<file path="src/hw/rtl/bu2x_pkg.sv">
// ----------------------------------------------------------------------------
// bu2x_pkg
// Shared types, constants and helpers for the 2x bilinear upscaler.
// ----------------------------------------------------------------------------
package bu2x_pkg;

    localparam int CFG_IDX_W  = 1;
    localparam int CFG_DATA_W = 13;
    localparam int COLS_W     = 12;
    localparam int ROWS_W     = 13;
    localparam int OROW_W     = 13;
    localparam int OCOL_W     = 12;
    localparam int PX_W       = 24;

    // Low bits of the input position that reach the masked output coordinates
    localparam int RTAG_W = OROW_W - 1;
    localparam int CTAG_W = OCOL_W - 1;

    localparam logic [CFG_IDX_W-1:0] REG_IN_COLS = 1'b0;
    localparam logic [CFG_IDX_W-1:0] REG_IN_ROWS = 1'b1;

    localparam logic [COLS_W-1:0] IN_COLS_RST = 12'd2048;
    localparam logic [ROWS_W-1:0] IN_ROWS_RST = 13'd4096;

    // Output row phase relative to 2r, and column phase relative to 2c
    localparam logic [1:0] PH_ABOVE = 2'd0;
    localparam logic [1:0] PH_SAME  = 2'd1;
    localparam logic [1:0] PH_BELOW = 2'd2;
    localparam logic [1:0] K_LEFT   = 2'd0;
    localparam logic [1:0] K_MID    = 2'd1;
    localparam logic [1:0] K_RIGHT  = 2'd2;

    localparam int QDEPTH = 2;
    localparam int QPTR_W = 1;
    localparam int QCNT_W = 2;

    typedef logic [PX_W-1:0] px_t;   // blue [7:0], green [15:8], red [23:16]

    typedef struct packed {
        px_t               cur0;     // mean of left and current pixel
        px_t               cur;      // current pixel
        px_t               upv0;     // mean of upper-left and upper pixel
        px_t               upv;      // pixel above
        logic [RTAG_W-1:0] row;
        logic [CTAG_W-1:0] col;
        logic              has_above;
        logic              has_left;
        logic              last_col;
        logic              last_row;
    } q_entry_t;

    function automatic px_t px_mean(input px_t a, input px_t b);
        logic [8:0] s0;
        logic [8:0] s1;
        logic [8:0] s2;
        s0 = {1'b0, a[7:0]}   + {1'b0, b[7:0]};
        s1 = {1'b0, a[15:8]}  + {1'b0, b[15:8]};
        s2 = {1'b0, a[23:16]} + {1'b0, b[23:16]};
        return {s2[8:1], s1[8:1], s0[8:1]};
    endfunction

endpackage

</file>
<file path="src/hw/rtl/bu2x_queue.sv">
// ----------------------------------------------------------------------------
// bu2x_queue
// Two-word queue between front and back.
// ----------------------------------------------------------------------------
module bu2x_queue (
    input  logic                clk,
    input  logic                rst_n,
    input  logic                push,
    input  bu2x_pkg::q_entry_t  push_word,
    output logic                full,
    input  logic                pop,
    output bu2x_pkg::q_entry_t  head,
    output logic                head_valid
);

    bu2x_pkg::q_entry_t                mem_reg [bu2x_pkg::QDEPTH];
    logic [bu2x_pkg::QPTR_W-1:0]       wr_ptr_reg;
    logic [bu2x_pkg::QPTR_W-1:0]       rd_ptr_reg;
    logic [bu2x_pkg::QCNT_W-1:0]       cnt_reg;

    assign full       = (cnt_reg == bu2x_pkg::QCNT_W'(bu2x_pkg::QDEPTH));
    assign head_valid = (cnt_reg != '0);
    assign head       = mem_reg[rd_ptr_reg];

    always_ff @(posedge clk or negedge rst_n)
    begin
        if (!rst_n)
        begin
            wr_ptr_reg <= '0;
            rd_ptr_reg <= '0;
            cnt_reg    <= '0;
        end
        else
        begin
            if (push)
            begin
                wr_ptr_reg <= wr_ptr_reg + bu2x_pkg::QPTR_W'(1);
            end
            if (pop)
            begin
                rd_ptr_reg <= rd_ptr_reg + bu2x_pkg::QPTR_W'(1);
            end
            if (push && !pop)
            begin
                cnt_reg <= cnt_reg + bu2x_pkg::QCNT_W'(1);
            end
            else if (pop && !push)
            begin
                cnt_reg <= cnt_reg - bu2x_pkg::QCNT_W'(1);
            end
        end
    end

    always_ff @(posedge clk)
    begin
        if (push)
        begin
            mem_reg[wr_ptr_reg] <= push_word;
        end
    end

endmodule

</file>
<file path="config.mk">
export PLATFORM = sky130hd
export DESIGN_NAME = bu2x_queue
export DESIGN_NICKNAME = d
export VERILOG_FILES = /design/src/hw/rtl/bu2x_pkg.sv /design/src/hw/rtl/bu2x_queue.sv
export SDC_FILE = /design/constraint.sdc
export NUM_CORES = 1
export LEC_CHECK = 0
export ABC_AREA = 1
export BUFFER_PORTS_ARGS = -buffer_cell sky130_fd_sc_hd__buf_2
export CAP_MARGIN = 20
export CELL_PAD_IN_SITES_DETAIL_PLACEMENT = 1
export CELL_PAD_IN_SITES_GLOBAL_PLACEMENT = 2
export CORE_ASPECT_RATIO = 1.75
export CORE_UTILIZATION = 35
export CTS_CLUSTER_DIAMETER = 150
export DETAILED_ROUTE_END_ITERATION = 8
export PLACE_DENSITY_LB_ADDON = 0.3
export SLEW_MARGIN = 30
export SYNTH_ARGS = -nofsm -noshare
export SYNTH_HDL_FRONTEND = slang
export SYNTH_SLANG_ARGS = --single-unit
</file>
<file path="constraint.sdc">
create_clock -name clk -period 6.2 [get_ports clk]
set_clock_uncertainty 0.15 [all_clocks]
set_input_delay 0.62 -clock clk [delete_from_list [all_inputs] [get_ports clk]]
set_output_delay 0.62 -clock clk [all_outputs]
set_load 0.01 [all_outputs]
</file>
# Yosys cells after proc, flatten, opt, wreduce, memory -nomap -nowiden
# Memory sizes are Yosys's and may differ from the RTL's.
# Cells that the tools add are included.
# totals
reg_bits	4
ramBits	246
out_inout_bits	125
word_cells	19
memories	1
# mem_list
memory	depth	width	rd	rd_clocked_by_memory_dff	write_ports	line_no	source
mem_reg	2	123	1	0	1	bu2x_queue.sv:16	bu2x_pkg::q_entry_t mem_reg [bu2x_pkg::QDEPTH];
# classes
addsub	4
n_eq_ne	1
mux	4
n_reduce_logical	6
# op_table
cell	count
2-bit 2-to-1 mux	2
2-bit nonzero test	2
1-bit adder, second input constant	2
2-bit by 1-bit adder with 2-bit output, second input constant	1
2-bit == test, second input constant	1
1-bit logical AND	2
1-bit zero test	2
1-bit 2-to-1 mux	2
2-bit by 1-bit subtractor with 2-bit output, second input constant	1

# Longest topological paths before layout
# Gate-level depths: netlist (run 1).
# logic_depth
ltp_word	4
mapped_depth	7
mapped_depth_nobuf	7

# Worst setup path before layout (run 1)
# Ideal clock, no wire load.
# synth_timing
path_kind	input port to flip-flop
start	input port push
end	memory mem_reg[0][0] (netlist name), enable pin
t_arrival_ns	5.805
required_ns	5.440
path_slack_ns	-0.365
stages	2
n_path_buf	0
cell_sequence	inv_1 nor2_1
# synth_via
elab_chain_cells	2
# synth_rtl
element	line_no	source
start, declared	bu2x_queue.sv:8	input logic push,
1-bit 2-to-1 mux	bu2x_queue.sv:56	if (push)
1-bit 2-to-1 mux (not written as such)	bu2x_queue.sv:58	mem_reg[wr_ptr_reg] <= push_word;
end, declared	bu2x_queue.sv:16	
# Every way passes these cells.

==> impl_metrics.env, run 1 <==
export IMPL_yosysTopAreaCell="edfxtp_1"
export IMPL_synthTopCellsByArea="edfxtp_1, mux2_4, mux2_2"
export IMPL_status="finished with violations"
export IMPL_cp_arrival_ns=2.69
export IMPL_syn_inst=408
export IMPL_portBuffers=251
export IMPL_die_w_um=125.4
export IMPL_fin_crit_ns=3.456
export IMPL_rsz0062_at_grt="no"
export IMPL_grt_max_degree=70
export IMPL_worstMarginPinSlew_ns=0.9465
export IMPL_drive_above_1_share_pct=59.45
export IMPL_syn_area_um2=9324
export IMPL_p_sw_share_pct=28.60
export IMPL_cts_buffers=23
export IMPL_p_leak_nw=4.557
export IMPL_pwr_density_cell_nw_per_um2=452.6
export IMPL_initial_core_util_pct=35.78
export IMPL_dpl_hpwl_um=13690
export IMPL_wl_um=19910
export IMPL_ios=252
export IMPL_wire_per_inst_um=19.60
export IMPL_synth_edf_count=246
export IMPL_worstRegToRegCells=4
export IMPL_max_cap_viol_count=0
export IMPL_clk_path_buf_depth=3
export IMPL_synthTopCellsByCount="edfxtp_1, mux2_2, mux2_4"
export IMPL_rows=78
export IMPL_vias=4699
export IMPL_combPwrFrac_pct=29.0
export IMPL_clkSinkCount=250
export IMPL_max_freq_mhz=289.4
export IMPL_worst_ir_drop_vdd_mv=0.2688
export IMPL_crit_path_start_kind="flip-flop"
export IMPL_grt_pass1_vias=5213
export IMPL_yosysMostFrequentCell="edfxtp_1"
export IMPL_overflow=0
export IMPL_switchingPower_mw=1.514
export IMPL_synth_top_area_share_pct=79.23
export IMPL_antenna_found_initial=8
export IMPL_violations="design-rule violations"
export IMPL_cp_end_kind="primary output"
export IMPL_post_cts_buffers=0
export IMPL_crit_type="reg2out"
export IMPL_syn_to_final_growth_pct=25.46
export IMPL_cp_cell_sequence="buf_12, mux2_2, buf_2"
export IMPL_slew_headroom_pct=36.90
export IMPL_synth_seq_cells=250
export IMPL_fp_dieH_um=217.9
export IMPL_synth_nets=536
export IMPL_dieArea_um2=27320
export IMPL_grt_pass1_wl_um=29170
export IMPL_synth_seq_area_share_pct=80.30
export IMPL_coreArea_um2=26060
export IMPL_worstHoldPathType="in2reg"
export IMPL_cts_hold_buffers_added=1
export IMPL_slew_violations=0
export IMPL_htree_levels=1
export IMPL_clkLatencyLatePin_ns=0.52
export IMPL_cts_tree="built"
export IMPL_drtPass1Iterations=8
export IMPL_globalRouteTotalUtil_pct=14.37
export IMPL_synthArstFlopShare_pct=1.600
export IMPL_globalplace_congestion=0.6914
export IMPL_syn_area_per_cell_um2=22.85
export IMPL_whs_path_depth=1
export IMPL_critPathMaxStageDelay_ns=1.02
export IMPL_path_clk_slew_ns=0.06
export IMPL_yosys_warnings=0
export IMPL_layout_nets=805
export IMPL_p_clk_share_pct=25.4
export IMPL_crit_path_top_delay_cell="dfrtp_4"
export IMPL_cp_max_fo=69
export IMPL_fin_crit_sh_pct=55.74
export IMPL_p_int_mw=3.780
export IMPL_cts_resized=0
export IMPL_largest_reg_flops=246
export IMPL_ys_flop_type="edfxtp_1"
export IMPL_hold_worst_slack_ns=0.1371
export IMPL_fin_tns_setup_ns=0
export IMPL_viasPerCell=4.625
export IMPL_cts_root_buffer="clkbuf_16"
export IMPL_first_iter_violations=254
export IMPL_setup_violations=0
export IMPL_crit_required_ns=5.43
export IMPL_pwr_share_seq_pct=45.5
export IMPL_drc_errors=14
export IMPL_synth_cell_types=14
export IMPL_final_hold_viol_count=0
export IMPL_drtAntennaViolNets=0
logic make-up after synthesis:
logic type | count (synthesis) | share of synthesized area [%]
simple gates | 10 | 0.4428
xor+xnor | 3 | 0.2819
fa+ha+maj | 1 | 0.1342
buf+inv | 21 | 1.570
flops | 250 | 80.30
mux | 123 | 17.27
metrics by stage:
step           power, mW  cells  util (%)  setup slack [ns]  cell area [µm²]
2_1_floorplan      3.457    408         -             1.778             9326
3_3_place_gp       3.969    969     41.89             3.275            10920
3_5_place_dp       4.022    970     42.00             3.267            10940
4_1_cts            5.392   1012     44.76             2.723            11660
5_1_grt            5.542   1016     44.89             2.627            11700
6_report           5.294   1016     44.89             2.744            11700
placed cells by master (no fill, tap or decap), drive strengths merged:
master,Yosys,layout
edfxtp,246,246
xor2,2,2
mux2,123,123
nand2,6,6
clkbuf,0,28
nand3,1,1
ha,1,1
dfrtp,4,4
dlygate4sd3,0,1
inv,7,8
nor2,2,2
diode,0,3
buf,14,257
bufinv,0,2
nand4,1,1
clkinv,0,10
xnor2,1,1
routing by layer:
metal / up-vias / global-route usage, % / routed length, µm
met1: 2342 / 13.33 / 6377
met5: - / 0 / 47
met4: 8 / 6.829 / 630
met3: 40 / 3.876 / 1331
li1: 2151 / - / -
met2: 158 / 28.42 / 11520
worst max-delay path: cells and delay by family (launching register included):
| kind | cells | cell delay, ns |
|---|---|---|
| buffers and inverters | 2 | 0.56 |
| DFF | 1 | 1.02 |
| muxes | 1 | 0.41 |
path summary, 6_finish.rpt:
kind	startpoint	to	slack, ns
worst min-delay path	push_word[39]	mem_reg[0][39]	0.14
worst max register to register	wr_ptr_reg	mem_reg[1][99]	3.75
worst max-delay path	rd_ptr_reg	head[99]	2.74
max in group asynchronous	rst_n	rd_ptr_reg	5.48
min in group asynchronous	rst_n	cnt_reg[0]	0.28
worst min register to register	cnt_reg[1]	cnt_reg[1]	0.36
power groups by stage:
stage,combinational [mW],clock (mW),sequential [mW]
2_1_floorplan,1.09,0,2.36
3_3_place_gp,1.54,0,2.43
3_5_place_dp,1.57,0,2.45
5_1_grt,1.65,1.45,2.45
6_report,1.54,1.35,2.41
4_1_cts,1.57,1.40,2.42
area by class of cell:
type                       instances  area [µm²]
tap                              320       400.4
antenna                            3       7.507
fill                            2556       14360
inverter                           7       28.78
timing repair buffer             258        1364
clock inverter                    13       113.9
multi-input combinational        137        1698
clock buffer                      28       594.3
sequential                       250        7491
Note: power is estimated with default switching activity, not from simulation.
==> run 2, diff against run 1 <==
ABC_AREA = 0   (was 1)
clock period = 3 ns   (was 6.2 ns; I/O delays follow)
==> impl_metrics.env, run 2 <==
export IMPL_max_freq_mhz=418.2
export IMPL_final_hold_viol_count=0
export IMPL_p_total_mw=11.04
export IMPL_worst_ir_drop_vdd_mv=0.5520
export IMPL_grt_pass1_wl_um=32370
export IMPL_globalplace_congestion=0.7104
export IMPL_clk_path_buf_depth=3
export IMPL_cp_arrival_ns=1.94
export IMPL_cts_buffers=24
export IMPL_fin_tns_setup_ns=0
export IMPL_overflow=0
export IMPL_reg2reg_to="mem_reg[0][58]"
export IMPL_portBuffers=251
export IMPL_path_clk_slew_ns=0.06
export IMPL_synth_nets=527
export IMPL_p_clk_share_pct=24.6
export IMPL_p_int_mw=7.863
export IMPL_slew_headroom_pct=59.65
export IMPL_rows=78
export IMPL_fin_crit_sh_pct=79.71
export IMPL_initial_core_util_pct=35.71
export IMPL_antenna_found_initial=2
export IMPL_grt_max_degree=82
export IMPL_syn_area_per_cell_um2=23.32
export IMPL_first_iter_violations=241
export IMPL_drtAntennaViolNets=0
export IMPL_yosysTopAreaCell="edfxtp_1"
export IMPL_fp_dieH_um=217.7
export IMPL_yosysMostFrequentCell="edfxtp_1"
export IMPL_synth_edf_count=246
export IMPL_final_cells=1132
export IMPL_cp_max_fo=69
export IMPL_max_cap_viol_count=0
export IMPL_endpoint="head[121]"
export IMPL_cts_resized=0
export IMPL_cts_tree="built"
export IMPL_cts_root_buffer="clkbuf_16"
export IMPL_slew_violations=0
export IMPL_postPlaceCellArea_um2=10960
export IMPL_drive_above_1_share_pct=51.11
export IMPL_rsz0062_at_grt="no"
export IMPL_synthArstFlopShare_pct=1.600
export IMPL_cp_end_kind="primary output"
export IMPL_crit_type="reg2out"
export IMPL_die_w_um=125.3
export IMPL_synthTopCellsByCount="edfxtp_1, mux2_2, mux2_4"
export IMPL_crit_path_start_kind="flip-flop"
export IMPL_drtPass1Iterations=6
export IMPL_vias=5208
export IMPL_wl_um=20950
export IMPL_placed_cells=962
export IMPL_layout_nets=923
export IMPL_syn_inst=399
export IMPL_globalRouteTotalUtil_pct=15.38
export IMPL_design_area_um2=12930
export IMPL_dieArea_um2=27270
export IMPL_violations="design-rule violations"
export IMPL_viasPerCell=4.601
export IMPL_cp_startpoint="rd_ptr_reg"
export IMPL_status="finished with violations"
export IMPL_ys_flop_type="edfxtp_1"
export IMPL_synth_cell_types=14
export IMPL_p_sw_share_pct=28.75
export IMPL_fill_cells=2507
export IMPL_clkLatencyLatePin_ns=0.52
export IMPL_grt_pass1_vias=6063
export IMPL_syn_to_final_growth_pct=38.96
export IMPL_largest_reg_flops=246
export IMPL_worstHoldPathType="reg2reg"
export IMPL_post_cts_buffers=0
export IMPL_fin_crit_ns=2.391
export IMPL_layout_common_cells="buf_2, edfxtp_1, dlygate4sd3_1, mux2_2, mux2_4"
export IMPL_synth_seq_area_share_pct=80.45
export IMPL_ios=252
export IMPL_r2r_setup_slack_ns=1.35
export IMPL_worstMarginPinSlew_ns=0.6053
export IMPL_coreArea_um2=26060
export IMPL_wire_per_inst_um=18.50
export IMPL_final_common_cell="buf_2"
export IMPL_worstRegToRegCells=2
export IMPL_cts_hold_buffers_added=127
export IMPL_dpl_hpwl_um=13180
export IMPL_combPwrFrac_pct=31.7
export IMPL_syn_area_um2=9306
export IMPL_pwr_density_cell_nw_per_um2=853.3
export IMPL_clkSinkCount=250
export IMPL_p_leak_nw=5.058
export IMPL_yosys_warnings=0
export IMPL_rr_startpoint="wr_ptr_reg"
export IMPL_htree_levels=1
export IMPL_synthTopCellsByArea="edfxtp_1, mux2_4, mux2_2"
export IMPL_switchingPower_mw=3.173
export IMPL_pwr_share_seq_pct=43.7
export IMPL_setup_violations=0
export IMPL_drc_errors=14
export IMPL_synth_seq_cells=250
export IMPL_crit_required_ns=2.55
export IMPL_synth_top_area_share_pct=79.38
run 2: cell count changes in the layout (fill, tap and decap cells not counted), moves of 3 or more:
cell and delta:
clkinv_2 +3, inv_1 -5, buf_12 +4, nand2_1 -6
dlygate4sd3_1 +126
run 2: kinds of logic after synthesis:
kind of cell	count (synthesis)	synth area share [%]
adder cells (fa/ha/maj)	1	0.1344
flip-flops	250	80.45
multiplexers	123	17.30
XOR/XNOR	5	0.4705
buffers and inverters	15	1.331
AND/OR/NAND/NOR	5	0.3092
run 2: per-stage QoR:
step | hold WS, ns | setup WS (ns) | utilization (%)
6_report | 0.3506 | 0.6088 | 49.63
5_1_grt | 0.3476 | 0.5305 | 49.63
4_1_cts | 0.3258 | 0.5734 | 49.61
3_5_place_dp | -0.03601 | 1.139 | 42.08
3_3_place_gp | -0.03798 | 1.170 | 42.08
2_1_floorplan | -0.1456 | 0.1779 | -
run 2: critical path, cell delays in order, from the launching register on:
cell and delay (ns):
dfrtp_4 0.44, buf_12 0.33, mux2_2 0.40, buf_2 0.14
run 2: worst min-delay path by stage:
stage	start	to	slack, ns	cells after the start
floorplan	rst_n	cnt_reg[0]	-0.15	0
finish	cnt_reg[1]	cnt_reg[1]	0.35	1
CTS	push_word[93]	mem_reg[1][93]	0.33	2
detailed placement	rst_n	cnt_reg[1]	-0.04	1
global placement	rst_n	cnt_reg[1]	-0.04	1
global route	push_word[93]	mem_reg[1][93]	0.35	2
run 2: power by group through the flow:
stage	Combinational (mW)	Clock, mW	Sequential, mW
finish	3.50	2.72	4.82
global placement	3.39	0	4.85
CTS	3.58	2.82	4.83
detailed placement	3.44	0	4.90
floorplan	2.25	0	4.85
global route	3.75	2.90	4.88
run 2: area by class of cell:
class / instances / area, µm² / share of cell area [%]
Multi-Input combinational cell: 134 / 1705 / 13.19
Clock inverter: 13 / 55.05 / 0.4257
Tap cell: 320 / 400.4 / 3.096
Antenna cell: 2 / 5.005 / 0.03870
Inverter: 1 / 3.754 / 0.02902
Sequential cell: 250 / 7491 / 57.92
Timing Repair Buffer: 384 / 2635 / 20.38
Clock buffer: 28 / 636.9 / 4.925
run 2: layer usage:
metal	part of all wire (%)	wire, µm	global-route usage [%]
met5	0	0	0
met3	5.5	1143	3.018
met1	34	7169	15.25
met4	3.6	763	7.439
met2	57	11870	30.11
