--- src/hw/rtl/bu2x_pkg.sv ---
// ----------------------------------------------------------------------------
// bu2x_pkg
// Shared types, constants and helpers for the 2x bilinear upscaler.
// ----------------------------------------------------------------------------
package bu2x_pkg;

    localparam int CFG_IDX_W  = 1;
    localparam int CFG_DATA_W = 13;
    localparam int COLS_W     = 12;
    localparam int ROWS_W     = 13;
    localparam int OROW_W     = 13;
    localparam int OCOL_W     = 12;
    localparam int PX_W       = 24;

    // Low bits of the input position that reach the masked output coordinates
    localparam int RTAG_W = OROW_W - 1;
    localparam int CTAG_W = OCOL_W - 1;

    localparam logic [CFG_IDX_W-1:0] REG_IN_COLS = 1'b0;
    localparam logic [CFG_IDX_W-1:0] REG_IN_ROWS = 1'b1;

    localparam logic [COLS_W-1:0] IN_COLS_RST = 12'd2048;
    localparam logic [ROWS_W-1:0] IN_ROWS_RST = 13'd4096;

    // Output row phase relative to 2r, and column phase relative to 2c
    localparam logic [1:0] PH_ABOVE = 2'd0;
    localparam logic [1:0] PH_SAME  = 2'd1;
    localparam logic [1:0] PH_BELOW = 2'd2;
    localparam logic [1:0] K_LEFT   = 2'd0;
    localparam logic [1:0] K_MID    = 2'd1;
    localparam logic [1:0] K_RIGHT  = 2'd2;

    localparam int QDEPTH = 2;
    localparam int QPTR_W = 1;
    localparam int QCNT_W = 2;

    typedef logic [PX_W-1:0] px_t;   // blue [7:0], green [15:8], red [23:16]

    typedef struct packed {
        px_t               cur0;     // mean of left and current pixel
        px_t               cur;      // current pixel
        px_t               upv0;     // mean of upper-left and upper pixel
        px_t               upv;      // pixel above
        logic [RTAG_W-1:0] row;
        logic [CTAG_W-1:0] col;
        logic              has_above;
        logic              has_left;
        logic              last_col;
        logic              last_row;
    } q_entry_t;

    function automatic px_t px_mean(input px_t a, input px_t b);
        logic [8:0] s0;
        logic [8:0] s1;
        logic [8:0] s2;
        s0 = {1'b0, a[7:0]}   + {1'b0, b[7:0]};
        s1 = {1'b0, a[15:8]}  + {1'b0, b[15:8]};
        s2 = {1'b0, a[23:16]} + {1'b0, b[23:16]};
        return {s2[8:1], s1[8:1], s0[8:1]};
    endfunction

endpackage

--- src/hw/rtl/bu2x_if.sv ---


interface bu2x_res_if;
    logic                        valid;
    logic                        ready;
    logic [bu2x_pkg::OROW_W-1:0] out_row;
    logic [bu2x_pkg::OCOL_W-1:0] out_col;
    logic [7:0]                  out_blue;
    logic [7:0]                  out_green;
    logic [7:0]                  out_red;
    logic                        last_of_run;

    modport source (output valid, output out_row, output out_col, output out_blue,
                    output out_green, output out_red, output last_of_run,
                    input ready);
    modport sink   (input valid, input out_row, input out_col, input out_blue,
                    input out_green, input out_red, input last_of_run,
                    output ready);
endinterface


--- src/hw/rtl/bu2x_back.sv ---
// ----------------------------------------------------------------------------
// bu2x_back
// Walks the output rows and columns of the head word, one result per cycle
// into an output register, unless that register is held by a stalled result.
// ----------------------------------------------------------------------------
module bu2x_back (
    input  logic                clk,
    input  logic                rst_n,
    input  bu2x_pkg::q_entry_t  head,
    input  logic                head_valid,
    output logic                pop,
    bu2x_res_if.source          result
);

    logic                          started_reg;
    logic [1:0]                    ph_reg;
    logic [1:0]                    k_reg;
    logic                          out_vld_reg;
    logic [bu2x_pkg::OROW_W-1:0]   out_row_reg;
    logic [bu2x_pkg::OCOL_W-1:0]   out_col_reg;
    bu2x_pkg::px_t                 out_px_reg;
    logic                          out_last_reg;

    logic [1:0]    rstart;
    logic [1:0]    rend;
    logic [1:0]    kstart;
    logic [1:0]    kend;
    logic [1:0]    ph;
    logic [1:0]    kk;
    logic          produce;
    logic          row_done;
    logic          last;
    bu2x_pkg::px_t cur_k;
    bu2x_pkg::px_t up_k;
    bu2x_pkg::px_t px;

    assign rstart = head.has_above ? bu2x_pkg::PH_ABOVE : bu2x_pkg::PH_SAME;
    assign rend   = head.last_row  ? bu2x_pkg::PH_BELOW : bu2x_pkg::PH_SAME;
    assign kstart = head.has_left  ? bu2x_pkg::K_LEFT   : bu2x_pkg::K_MID;
    assign kend   = head.last_col  ? bu2x_pkg::K_RIGHT  : bu2x_pkg::K_MID;
    assign ph     = started_reg ? ph_reg : rstart;
    assign kk     = started_reg ? k_reg  : kstart;

    assign produce  = head_valid && (!out_vld_reg || result.ready);
    assign row_done = (kk == kend);
    assign last     = row_done && (ph == rend);
    assign pop      = produce && last;

    assign cur_k = (kk == bu2x_pkg::K_LEFT) ? head.cur0 : head.cur;
    assign up_k  = (kk == bu2x_pkg::K_LEFT) ? head.upv0 : head.upv;
    assign px    = (ph == bu2x_pkg::PH_ABOVE) ? bu2x_pkg::px_mean(up_k, cur_k) : cur_k;

    always_ff @(posedge clk or negedge rst_n)
    begin
        if (!rst_n)
        begin
            started_reg <= 1'b0;
            ph_reg      <= bu2x_pkg::PH_ABOVE;
            k_reg       <= bu2x_pkg::K_LEFT;
            out_vld_reg <= 1'b0;
        end
        else
        begin
            if (produce)
            begin
                started_reg <= !last;
                if (row_done)
                begin
                    k_reg  <= kstart;
                    ph_reg <= ph + 2'd1;
                end
                else
                begin
                    k_reg  <= kk + 2'd1;
                    ph_reg <= ph;
                end
            end
            if (produce)
            begin
                out_vld_reg <= 1'b1;
            end
            else if (result.ready)
            begin
                out_vld_reg <= 1'b0;
            end
        end
    end

    always_ff @(posedge clk)
    begin
        if (produce)
        begin
            out_row_reg  <= {head.row, 1'b0} + bu2x_pkg::OROW_W'(ph)
                            - bu2x_pkg::OROW_W'(1);
            out_col_reg  <= {head.col, 1'b0} + bu2x_pkg::OCOL_W'(kk)
                            - bu2x_pkg::OCOL_W'(1);
            out_px_reg   <= px;
            out_last_reg <= last;
        end
    end

    assign result.valid       = out_vld_reg;
    assign result.out_row     = out_row_reg;
    assign result.out_col     = out_col_reg;
    assign result.out_blue    = out_px_reg[7:0];
    assign result.out_green   = out_px_reg[15:8];
    assign result.out_red     = out_px_reg[23:16];
    assign result.last_of_run = out_last_reg;

`ifndef SYNTHESIS
    a_pop_clears: assert property (@(posedge clk) disable iff (!rst_n)
        pop |=> !started_reg)
        else $error("walk state not cleared after last result");

    a_started_has_word: assert property (@(posedge clk) disable iff (!rst_n)
        started_reg |-> head_valid)
        else $error("walk in progress without a queued word");

    a_mid_keeps_word: assert property (@(posedge clk) disable iff (!rst_n)
        (produce && !last) |=> (started_reg && head_valid))
        else $error("word dropped before its last result");

    a_last_flag: assert property (@(posedge clk) disable iff (!rst_n)
        produce |=> (out_last_reg == $past(pop)))
        else $error("last_of_run does not match queue pop");
`endif

endmodule

--- src/flat_wrapper.sv ---
// flat-port wrapper written by rule: the top's interface ports become plain ports
module bu2x_back_flat 
  (clk, rst_n, head, head_valid, pop, result_valid, result_out_row, result_out_col, result_out_blue, result_out_green, result_out_red, result_last_of_run, result_ready);
  bu2x_res_if result_i ();
  input  logic clk;
  input  logic rst_n;
  input  bu2x_pkg::q_entry_t head;
  input  logic head_valid;
  output logic pop;
  output wire logic [$bits(result_i.valid)-1:0] result_valid;
  output wire logic [$bits(result_i.out_row)-1:0] result_out_row;
  output wire logic [$bits(result_i.out_col)-1:0] result_out_col;
  output wire logic [$bits(result_i.out_blue)-1:0] result_out_blue;
  output wire logic [$bits(result_i.out_green)-1:0] result_out_green;
  output wire logic [$bits(result_i.out_red)-1:0] result_out_red;
  output wire logic [$bits(result_i.last_of_run)-1:0] result_last_of_run;
  input wire logic [$bits(result_i.ready)-1:0] result_ready;
  assign result_valid = result_i.valid;
  assign result_out_row = result_i.out_row;
  assign result_out_col = result_i.out_col;
  assign result_out_blue = result_i.out_blue;
  assign result_out_green = result_i.out_green;
  assign result_out_red = result_i.out_red;
  assign result_last_of_run = result_i.last_of_run;
  assign result_i.ready = result_ready;
  bu2x_back u_core (.clk(clk), .rst_n(rst_n), .head(head), .head_valid(head_valid), .pop(pop), .result(result_i));
endmodule
--- config.mk ---
export PLATFORM = sky130hd
export DESIGN_NAME = bu2x_back_flat
export DESIGN_NICKNAME = d
export VERILOG_FILES = /design/src/hw/rtl/bu2x_pkg.sv /design/src/hw/rtl/bu2x_if.sv /design/src/hw/rtl/bu2x_back.sv /design/src/flat_wrapper.sv
export SDC_FILE = /design/constraint.sdc
export NUM_CORES = 1
export LEC_CHECK = 0
export ABC_CLOCK_PERIOD_IN_PS = 3400
export BUFFER_PORTS_ARGS = -buffer_cell sky130_fd_sc_hd__buf_2
export CORE_MARGIN = 4
export CORE_UTILIZATION = 45
export DETAILED_ROUTE_END_ITERATION = 8
export GPL_TIMING_DRIVEN = 0
export PLACE_DENSITY = 0.88
export SYNTH_ARGS = -nofsm -noshare
export SYNTH_HDL_FRONTEND = slang
export SYNTH_SLANG_ARGS = --single-unit
--- constraint.sdc ---
create_clock -name clk -period 3.4 [get_ports clk]
set_input_delay 0.17 -clock clk [delete_from_list [all_inputs] [get_ports clk]]
set_output_delay 0.17 -clock clk [all_outputs]
set_load 0.02 [all_outputs]
---- Word-level counts from Yosys, hierarchy flattened ----
Index checks and enable logic that the tools add are counted.
storage, ports and cells
  output and inout bits ................... 52
  logic and storage cells ................. 41
  memories ................................ 0
  bits in registers ....................... 56
  bits in latches ......................... 0
  bits in writable memories ............... 0
  input port bits ......................... 127
  ROM bits ................................ 0
operators by class
  multiplexer cells ....................... 13
  bitwise logic cells ..................... 0
  add/sub/neg operators ................... 9
  magnitude comparators ................... 0
  equality and inequality tests ........... 2
  shifts and indexed selects .............. 0
  reductions and logical operators ........ 9
  multipliers ............................. 0
  div/mod/pow operators ................... 0
operators with widths
  operator                 number
  $mux W24                 3
  $add A8 B8 Y9            3
  $add A13 B2 Y13          1
  $sub A13 B1 Y13 const B  1
  $add A12 B2 Y12          1
  $mux W2                  6
  $sub A12 B1 Y12 const B  1
  $add A2 B1 Y2 const B    2
  $eq A2 B2 Y1             2
  $logic_not A2 Y1         2
  $mux W1                  4
  $logic_and A1 B1 Y1      3
  $logic_not A1 Y1         2
  $reduce_bool A2 Y1       1
  $logic_or A1 B1 Y1       1

---- Depth between registers and ports, before layout ----
Gate-level depths: netlist of run 1.
  depth in word-level cells ............... 6
  mapped depth ............................ 15
  depth with buffers taken out ............ 12

---- Least setup slack after synthesis of run 1 ----
Ideal clock, no wire load.
  kind .................................... register to register
  start point ............................. register u_core.started_reg
  end point ............................... register u_core.out_px_reg[6], data pin
  clock period less this slack ............ 3.380 ns
  buffers on the path ..................... 4
  data arrival time ....................... 3.211 ns
  stages on the path, launching flop included .. 15
  required time ........................... 3.230 ns
  slack ................................... 0.020 ns
  cell sequence ........................... dfrtp_1 > buf_4 > mux2i_1 > inv_1 > ha_1 > buf_6 > buf_2 > buf_2 > mux2_2 > ha_1 > and4b_1 > o31a_1 > o2111a_1 > o21a_1 > o31ai_1
between the ends
  cells in the longest elaborated chain, start to end .. 5
RTL lines
  item                         line                              source
  start, declared              bu2x_back.sv:15                   logic started_reg;
  start signal, assigned       bu2x_back.sv:66                   started_reg <= !last;
  $mux W2                      bu2x_back.sv:42                   assign kk = started_reg ? k_reg : kstart;
  $logic_not A2 Y1             bu2x_back.sv:49, bu2x_back.sv:50
  $mux W24 (on tied branches)  bu2x_back.sv:50, bu2x_back.sv:49
  $add A8 B8 Y9                bu2x_pkg.sv:56                    s0 = {1'b0, a[7:0]} + {1'b0, b[7:0]};
  $mux W24 *                   bu2x_back.sv:51                   assign px = (ph == bu2x_pkg::PH_ABOVE) ? bu2x_pkg::px_mean(up_k, cur_k) : cur_k;
  via u_core.px[6]             bu2x_back.sv:35                   bu2x_pkg::px_t px;
  end signal, assigned         bu2x_back.sv:97                   out_px_reg <= px;
  end, declared                bu2x_back.sv:21                   bu2x_pkg::px_t out_px_reg;
Mark *: on every way through the listed nets, which the timed path passes. The rest lies on a longest branch.
A chain may end at the register's enable or synchronous reset.

---- Final worst setup path of run 1 ----
  start point ............................. register u_core.started_reg
  end point ............................... register u_core.out_px_reg[15], data pin
between the ends
  cells in the longest elaborated chain, start to end .. 5
RTL lines
  item                         line                              source
  $mux W2                      bu2x_back.sv:42
  $logic_not A2 Y1             bu2x_back.sv:49, bu2x_back.sv:50
  $mux W24 (on tied branches)  bu2x_back.sv:50, bu2x_back.sv:49
  $add A8 B8 Y9                bu2x_pkg.sv:57                    s1 = {1'b0, a[15:8]} + {1'b0, b[15:8]};
  $mux W24 *                   bu2x_back.sv:51
  via u_core.px[15]            bu2x_back.sv:35
Marked as above.

==> summary.md, run 1 <==
| Metric | Value |
|---|---|
| Outcome | complete, no violations |
| Launching element type of the critical path | flop |
| Final hold violations | 0 |
| Syn Inst Count | between 400 and 500 |
| Crit Path Max Fanout | 10 |
| Nets | 837 |
| Hold Path Class | input pin to flop |
| Delay-heaviest family, CP | compound AO/OA/AOI/OAI gates |
| Largest register FFs | 24 |
| Vias | 4,332 |
| Slew HR | between 50% and 60% |
| Post-synth cell types | just over 50 |
| Cell mode on critical path | a21oi_1 |
| HPWL after DPL | between 10 and 15 mm |
| Worst-Margin Slew | 0.626 ns |
| Maximum clock path buffer count | 2 |
| Footprint of the multi-input gates | around 2800 sq um |
| Core Rows | 36 |
| H-tree levels | 2 |
| Worst Hold Slack | between 0.06 and 0.07 ns |
| Cell Pwr Density | a little under 800 nW/um^2 |
| Drt via density | approximately 5.5 |
| Post-synth EDFFs | 50 |
| Primary FF master, synth | edfxtp_1 |
| DR WL/cell | about 17 microns |
| Crit-path cells | buf_6 > mux2i_4 > inv_2 > ha_4 > buf_8 > buf_8 > mux2_2 > fa_1 > a21oi_1 > o21ai_0 > a221o_1 > a21oi_1 > a21oi_1 |
| Non-filler cells, final | between 700 and 800 |
| Synthesized cell area | roughly 4600 sq um |
| Comb pwr share | 68.0% |
| Clk root buf | clkbuf_8 |
| Crit path DAT | ~3.4 ns |
| Clock share of power | approximately 8.7% |
| Number of diodes | 0 |
| Synthesis-stage register bit count | 56 |
| Worst path max stage delay | ~0.47 ns |
| Maximum VDD drop | ~0.29 mV |
| Core Area | 9910 sq um |
| Antenna Nets Post-Route | 0 |
| CP bufs+invs | 4 |
| Register area | 1650 sq um |
| Synth Net Count | around 640 |
| CTS Sinks | between 50 and 60 |
| Clock transition at the registers of the reported paths | 0.10 ns |
| CP endpoint kind | flop |
| Die width | 109 microns |
| Sw Share | a little over two fifths |
| Number of global-route vias before repair | 4,372 |
| Psw | a little over 2 mW |
| Layout cells sized above 1 | 39.7% |
| Layout area overhead | 30.6% |
| Fin crit share | a little over nine tenths |
| Max-slew violations | 0 |
| GRT Resource Usage Total | between 20% and 30% |
| First-pass GRT wire length | 20.1 mm |
| Min Tclk post-route | between 3 and 4 ns |
| Max_cap viols | 0 |
| I/O pin count | between 150 and 200 |
| CTS tree | yes |
| Die area | 12,000 sq um |
| Sequential area share after synthesis | between 30% and 40% |
| Detailed Route Iter0 Violations | just under 200 |
| 1st-pass router iterations | 4 |
| Residual DRC count | 0 |
| Max frequency | around 300 MHz |
| Sequential Power Share | roughly a quarter |
| Dpl cells | about 770 |
| Critical path class | flop to flop |
| Chip height | 109 microns |
| CTS Buf Count | 5 |
| Internal cell power | 2.65 mW |
| Largest net degree at the start of global routing | 28 |
| Critical Path RT | approximately 3.4 ns |
| Pleak | about 2.8 nW |
| Initial antenna violation count | 0 |
| Global route total overflow | 0 |
| Port buffer count | roughly 180 |
| Final setup viols | 0 |
| Slowest cell on the critical path | fa_1 |
| RePlAce Congestion | roughly 0.98 |
| Yosys warning count | 0 |
| Fillers | between 800 and 900 |
| Clk_lat worst skew | between 0.3 and 0.4 ns |
| Final WL | roughly 14 mm |
| Clk_skew | 0.00599 ns |
| Initial core utilization | 46.7% |
| Async SR Flop Fraction | 10.7% |
| Syn avg cell area | approximately 10 sq um |
[timing repair]
| action | 4_1_cts | 5_1_grt |
|---|---|---|
| resized for setup | 19 | 14 |
| endpoints found under the setup margin | 18 | 8 |
| buffers inserted | 6 | 6 |
| hold endpoints to repair | 6 | 0 |
| hold buffers | 1 | 0 |
| pin swaps | 1 | 6 |
[cells by family (layout without fill, tap and decap cells)]
| group | Yosys count | after routing | share of synthesized area (%) |
|---|---|---|---|
| flops | 56 | 56 | 35.7 |
| compound gates | 110 | 110 | 15.4 |
| simple gates | 109 | 109 | 11.7 |
| fa+ha+maj | 51 | 51 | 14.6 |
| buf+inv | 52 | 252 | 4.57 |
| mux | 50 | 50 | 12.0 |
| xor+xnor | 32 | 32 | 6.06 |
[metrics by stage]
| step | utilization, % | cell area, sq um | setup TNS (ns) | worst slack [ns] | power (mW) |
|---|---|---|---|---|---|
| after detailed placement | 57.6 | 5700 | -5.70 | -0.589 | 3.91 |
| final | 61.0 | 6040 | 0 | 0.0782 | 4.69 |
| after global placement | 57.3 | 5680 | -4.76 | -0.563 | 3.79 |
| after global routing | 61.0 | 6040 | -0.0603 | -0.0481 | 5.02 |
| after floorplan | - | 4630 | 0 | 0.0196 | 3.16 |
| after CTS | 59.8 | 5930 | 0 | 0.00941 | 4.50 |
[power groups by stage]
stage	Sequential, mW	Clock [mW]	Combinational, mW
6_report	1.09	0.407	3.19
5_1_grt	1.11	0.448	3.46
4_1_cts	1.09	0.423	2.98
3_5_place_dp	1.11	0	2.80
3_3_place_gp	1.10	0	2.69
2_1_floorplan	1.30	0	1.86
[synth_stat cells, types with 5 or more instances]
cell type	instances	area (sq um)
xnor2_1	22	193
nor2_1	29	109
nand3_1	12	60.1
dfrtp_1	6	150
fa_1	5	100
ha_1	46	576
nor3_1	7	35.0
mux2i_1	7	70.1
mux2_2	43	484
xor2_1	10	87.6
a21o_1	8	60.1
o21ai_0	22	110
clkbuf_1	5	18.8
o21a_1	6	45.0
inv_1	40	150
edfxtp_1	50	1500
o21bai_1	6	45.0
nand2_1	31	116
a21oi_1	41	205
[metal layers]
| metal | GRT usage, % | part of all wire (%) | up-vias |
|---|---|---|---|
| met3 | 5.40 | 9.3 | 22 |
| met2 | 40.1 | 51 | 209 |
| met1 | 22.4 | 37 | 2013 |
| met5 | 0 | 0 | - |
| li1 | - | - | 2088 |
| met4 | 8.19 | 2.4 | 0 |
[layout make-up]
class	count	share of cell area, %
Multi-Input combinational cell	352	46.9
Sequential cell	56	27.3
Timing Repair Buffer	192	16.9
Tap cell	133	2.75
Inverter	41	2.55
Buffer	11	1.86
Clock buffer	8	1.66
[path summary, 6_finish.rpt]
path | from | cells past startpoint | endpoint | slack [ns]
worst max-delay path | u_core.started_reg$_DFFE_PN0P_ | 13 | u_core.out_px_reg[15]$_DFFE_PP_ | 0.08
worst min-delay path | head_valid | 2 | u_core.result.valid$_DFFE_PN0P_ | 0.06
worst max register to register | u_core.started_reg$_DFFE_PN0P_ | 13 | u_core.out_px_reg[15]$_DFFE_PP_ | 0.08
worst min register to register | u_core.ph_reg[1]$_DFFE_PN0P_ | 1 | u_core.ph_reg[1]$_DFFE_PN0P_ | 0.52
max in group asynchronous | rst_n | 2 | u_core.k_reg[1]$_DFFE_PN0P_ | 3.02
min in group asynchronous | rst_n | 2 | u_core.k_reg[0]$_DFFE_PN0P_ | 0.23
[worst reg2reg max path, cell delays in order (launching register included)]
cell	delay (ns)
dfrtp_1	0.40
buf_6	0.14
mux2i_4	0.18
inv_2	0.08
ha_4	0.15
buf_8	0.13
buf_8	0.16
mux2_2	0.40
fa_1	0.47
a21oi_1	0.22
o21ai_0	0.17
a221o_1	0.32
a21oi_1	0.16
a21oi_1	0.09
[cells in the final DEF (no fill, tap or decap), types with 6 or more instances in the layout]
| cell | count |
|---|---|
| a21oi_1 | 40 |
| mux2_2 | 41 |
| edfxtp_1 | 50 |
| ha_1 | 44 |
| nor3_1 | 6 |
| clkbuf_8 | 7 |
| xnor2_1 | 22 |
| nor2_1 | 29 |
| a21o_1 | 8 |
| nand3_1 | 12 |
| buf_4 | 11 |
| nand2_1 | 31 |
| xor2_1 | 10 |
| dfrtp_1 | 6 |
| o21ai_0 | 21 |
| o21a_1 | 6 |
| buf_2 | 179 |
| o21bai_1 | 6 |
| inv_1 | 38 |
Power figures use the tool's default switching activity.
==> run 2, diff against run 1 <==
--- a/config.mk
+++ b/config.mk
@@ -7,10 +7,13 @@
 export LEC_CHECK = 0
 export ABC_CLOCK_PERIOD_IN_PS = 3400
 export BUFFER_PORTS_ARGS = -buffer_cell sky130_fd_sc_hd__buf_2
+export CELL_PAD_IN_SITES_DETAIL_PLACEMENT = 1
+export CELL_PAD_IN_SITES_GLOBAL_PLACEMENT = 2
 export CORE_MARGIN = 4
-export CORE_UTILIZATION = 45
+export CORE_UTILIZATION = 27
 export DETAILED_ROUTE_END_ITERATION = 8
 export GPL_TIMING_DRIVEN = 0
+export HOLD_SLACK_MARGIN = 0.02
 export PLACE_DENSITY = 0.88
 export SYNTH_ARGS = -nofsm -noshare
 export SYNTH_HDL_FRONTEND = slang
==> summary.md, run 2 (synthesis results as in run 1) <==
| Metric | Value |
|---|---|
| Clk_lat worst skew | about 0.3 ns |
| GRT Resource Usage Total | ~15% |
| Initial core utilization | ~28% |
| Max-slew violations | 0 |
| I/O pin count | 179 |
| Chip height | 139 microns |
| Core Rows | 47 |
| Worst path max stage delay | 0.34 ns |
| Clk_skew | just under 0.007 ns |
| Pre-CTS setup slack | -0.943 ns |
| Clk root buf | clkbuf_16 |
| Psw | 2.15 mW |
| Core Area | about 17,000 sq um |
| Maximum VDD drop | 0.286 mV |
| Residual DRC count | 0 |
| Hold Path Class | input pin to flop |
| Fin crit share | around 98% |
| Largest net degree at the start of global routing | 36 |
| Max_cap viols | 0 |
| H-tree levels | 2 |
| Die width | between 100 and 150 microns |
| HPWL after DPL | between 10 and 15 mm |
| Cell mode on critical path | buf_12 |
| RePlAce Congestion | between 0.8 and 0.9 |
| Critical Path RT | roughly 3.5 ns |
| Crit Path Max Fanout | 10 |
| Clock transition at the registers of the reported paths | ~0.08 ns |
| Non-filler cells, final | approximately 900 |
| Final worst slack | roughly 0.079 ns |
| Layout area overhead | 34.6% |
| Maximum clock path buffer count | 2 |
| Clock share of power | a little under an eighth |
| Dpl cells | approximately 860 |
| 1st-pass router iterations | 4 |
| Internal cell power | 2.79 mW |
| Sequential Power Share | ~22% |
| RSZ-0062 raised after global routing | yes |
| DR WL/cell | approximately 18 microns |
| Placement Cell Area | between 5000 and 6000 sq um |
| Crit-path cells | buf_6 > mux2i_4 > inv_2 > ha_4 > buf_12 > buf_12 > buf_12 > mux2_4 > ha_4 > and4b_1 > o31a_1 > o2111a_2 > nor3_1 > o31ai_2 |
| Final hold violations | 0 |
| Outcome | complete, no violations |
| Comb pwr share | 66.2% |
| Detailed Route Iter0 Violations | 106 |
| Drt via density | ~5 |
| Delay-heaviest family, CP | compound AO/OA/AOI/OAI gates |
| Largest register FFs | 24 |
| Global route total overflow | 0 |
| Nets | about 830 |
| Slowest cell on the critical path | dfrtp_1 |
| CTS Buf Count | 5 |
| Min Tclk post-route | 3.32 ns |
| Port buffer count | around 180 |
| Slew HR | around 50% |
| Sw Share | a little over two fifths |
| Critical path class | flop to flop |
| Commonest cells after routing, fill and taps aside | buf_2 (178), edfxtp_1 (50), ha_1 (43) |
| Layout cells sized above 1 | 40.5% |
| Pleak | 2.83 nW |
| CTS Sinks | 56 |
| CTS tree | yes |
| Commonest non-fill, non-tap cell in the layout | buf_2 |
| Vias | 4,259 |
| First-pass GRT wire length | between 20 and 25 mm |
| Launching element type of the critical path | flop |
| Initial antenna violation count | 0 |
| Final WL | ~15 mm |
| Number of diodes | 0 |
| Number of global-route vias before repair | 4,788 |
| Final setup viols | 0 |
| Crit path DAT | between 3 and 4 ns |
| CP endpoint kind | flop |
| Antenna Nets Post-Route | 0 |
| Fin area | 6220 sq um |
| Max frequency | about 300 MHz |
| CP bufs+invs | 5 |
| Worst-Margin Slew | 0.771 ns |
| Fin Setup TNS | 0 ns |
| Die area | between 15,000 and 20,000 sq um |
| Cell Pwr Density | slightly below 800 nW/um^2 |
-- run 2: layer usage --
metal	track usage (%)	vias up	part of all wire (%)	routed length (microns)
li1	-	2074	-	-
met2	29.1	128	52	7990
met5	0	-	0	0
met4	5.15	0	2.4	369
met3	4.10	22	5.6	865
met1	16.7	2035	40	6150
-- run 2: what timing repair did --
action | 4_1_cts | 5_1_grt
buffers inserted | 6 | 1
resized for setup | 26 | 18
pin swaps | 3 | 4
hold buffers | 1 | 0
endpoints found under the setup margin | 22 | 9
endpoints found under the hold margin | 6 | 0
-- run 2: worst paths after layout --
path / cells after the start / slack [ns] / to / from
setup / recovery: 14 / 0.08 / u_core.out_px_reg[6]$_DFFE_PP_ / u_core.started_reg$_DFFE_PN0P_
hold / removal: 2 / 0.07 / u_core.result.valid$_DFFE_PN0P_ / head_valid
setup reg to reg: 14 / 0.08 / u_core.out_px_reg[6]$_DFFE_PP_ / u_core.started_reg$_DFFE_PN0P_
hold reg to reg: 2 / 0.53 / u_core.ph_reg[0]$_DFFE_PN0P_ / u_core.ph_reg[0]$_DFFE_PN0P_
max in group asynchronous: 2 / 3.03 / u_core.ph_reg[1]$_DFFE_PN0P_ / rst_n
min in group asynchronous: 2 / 0.22 / u_core.k_reg[1]$_DFFE_PN0P_ / rst_n
-- run 2: final cells by class --
type                    count  area (sq um)
fillers                  1963         10500
clock inverters             2          17.5
well taps                 220           275
flip-flops and latches     56          1650
clock buffers               6           139
multi-input cells         352          2870
plain buffers              11           134
repair buffers            187           986
inverters                  41           154
-- run 2: stage by stage --
step                hold WS (ns)  utilization, %  power [mW]
floorplan                 -0.126               -        3.16
global placement         0.00384            34.7        3.90
detailed placement       0.00336            34.8        4.02
global route              0.0636            37.3        5.35
CTS                       0.0556            36.7        4.87
finish                    0.0674            37.3        4.94
-- run 2: power by group through the flow --
stage	Sequential, mW	Combinational [mW]	Clock (mW)
finish	1.09	3.27	0.576
global route	1.11	3.60	0.634
CTS	1.09	3.17	0.609
detailed placement	1.11	2.92	0
global placement	1.10	2.80	0
floorplan	1.30	1.86	0
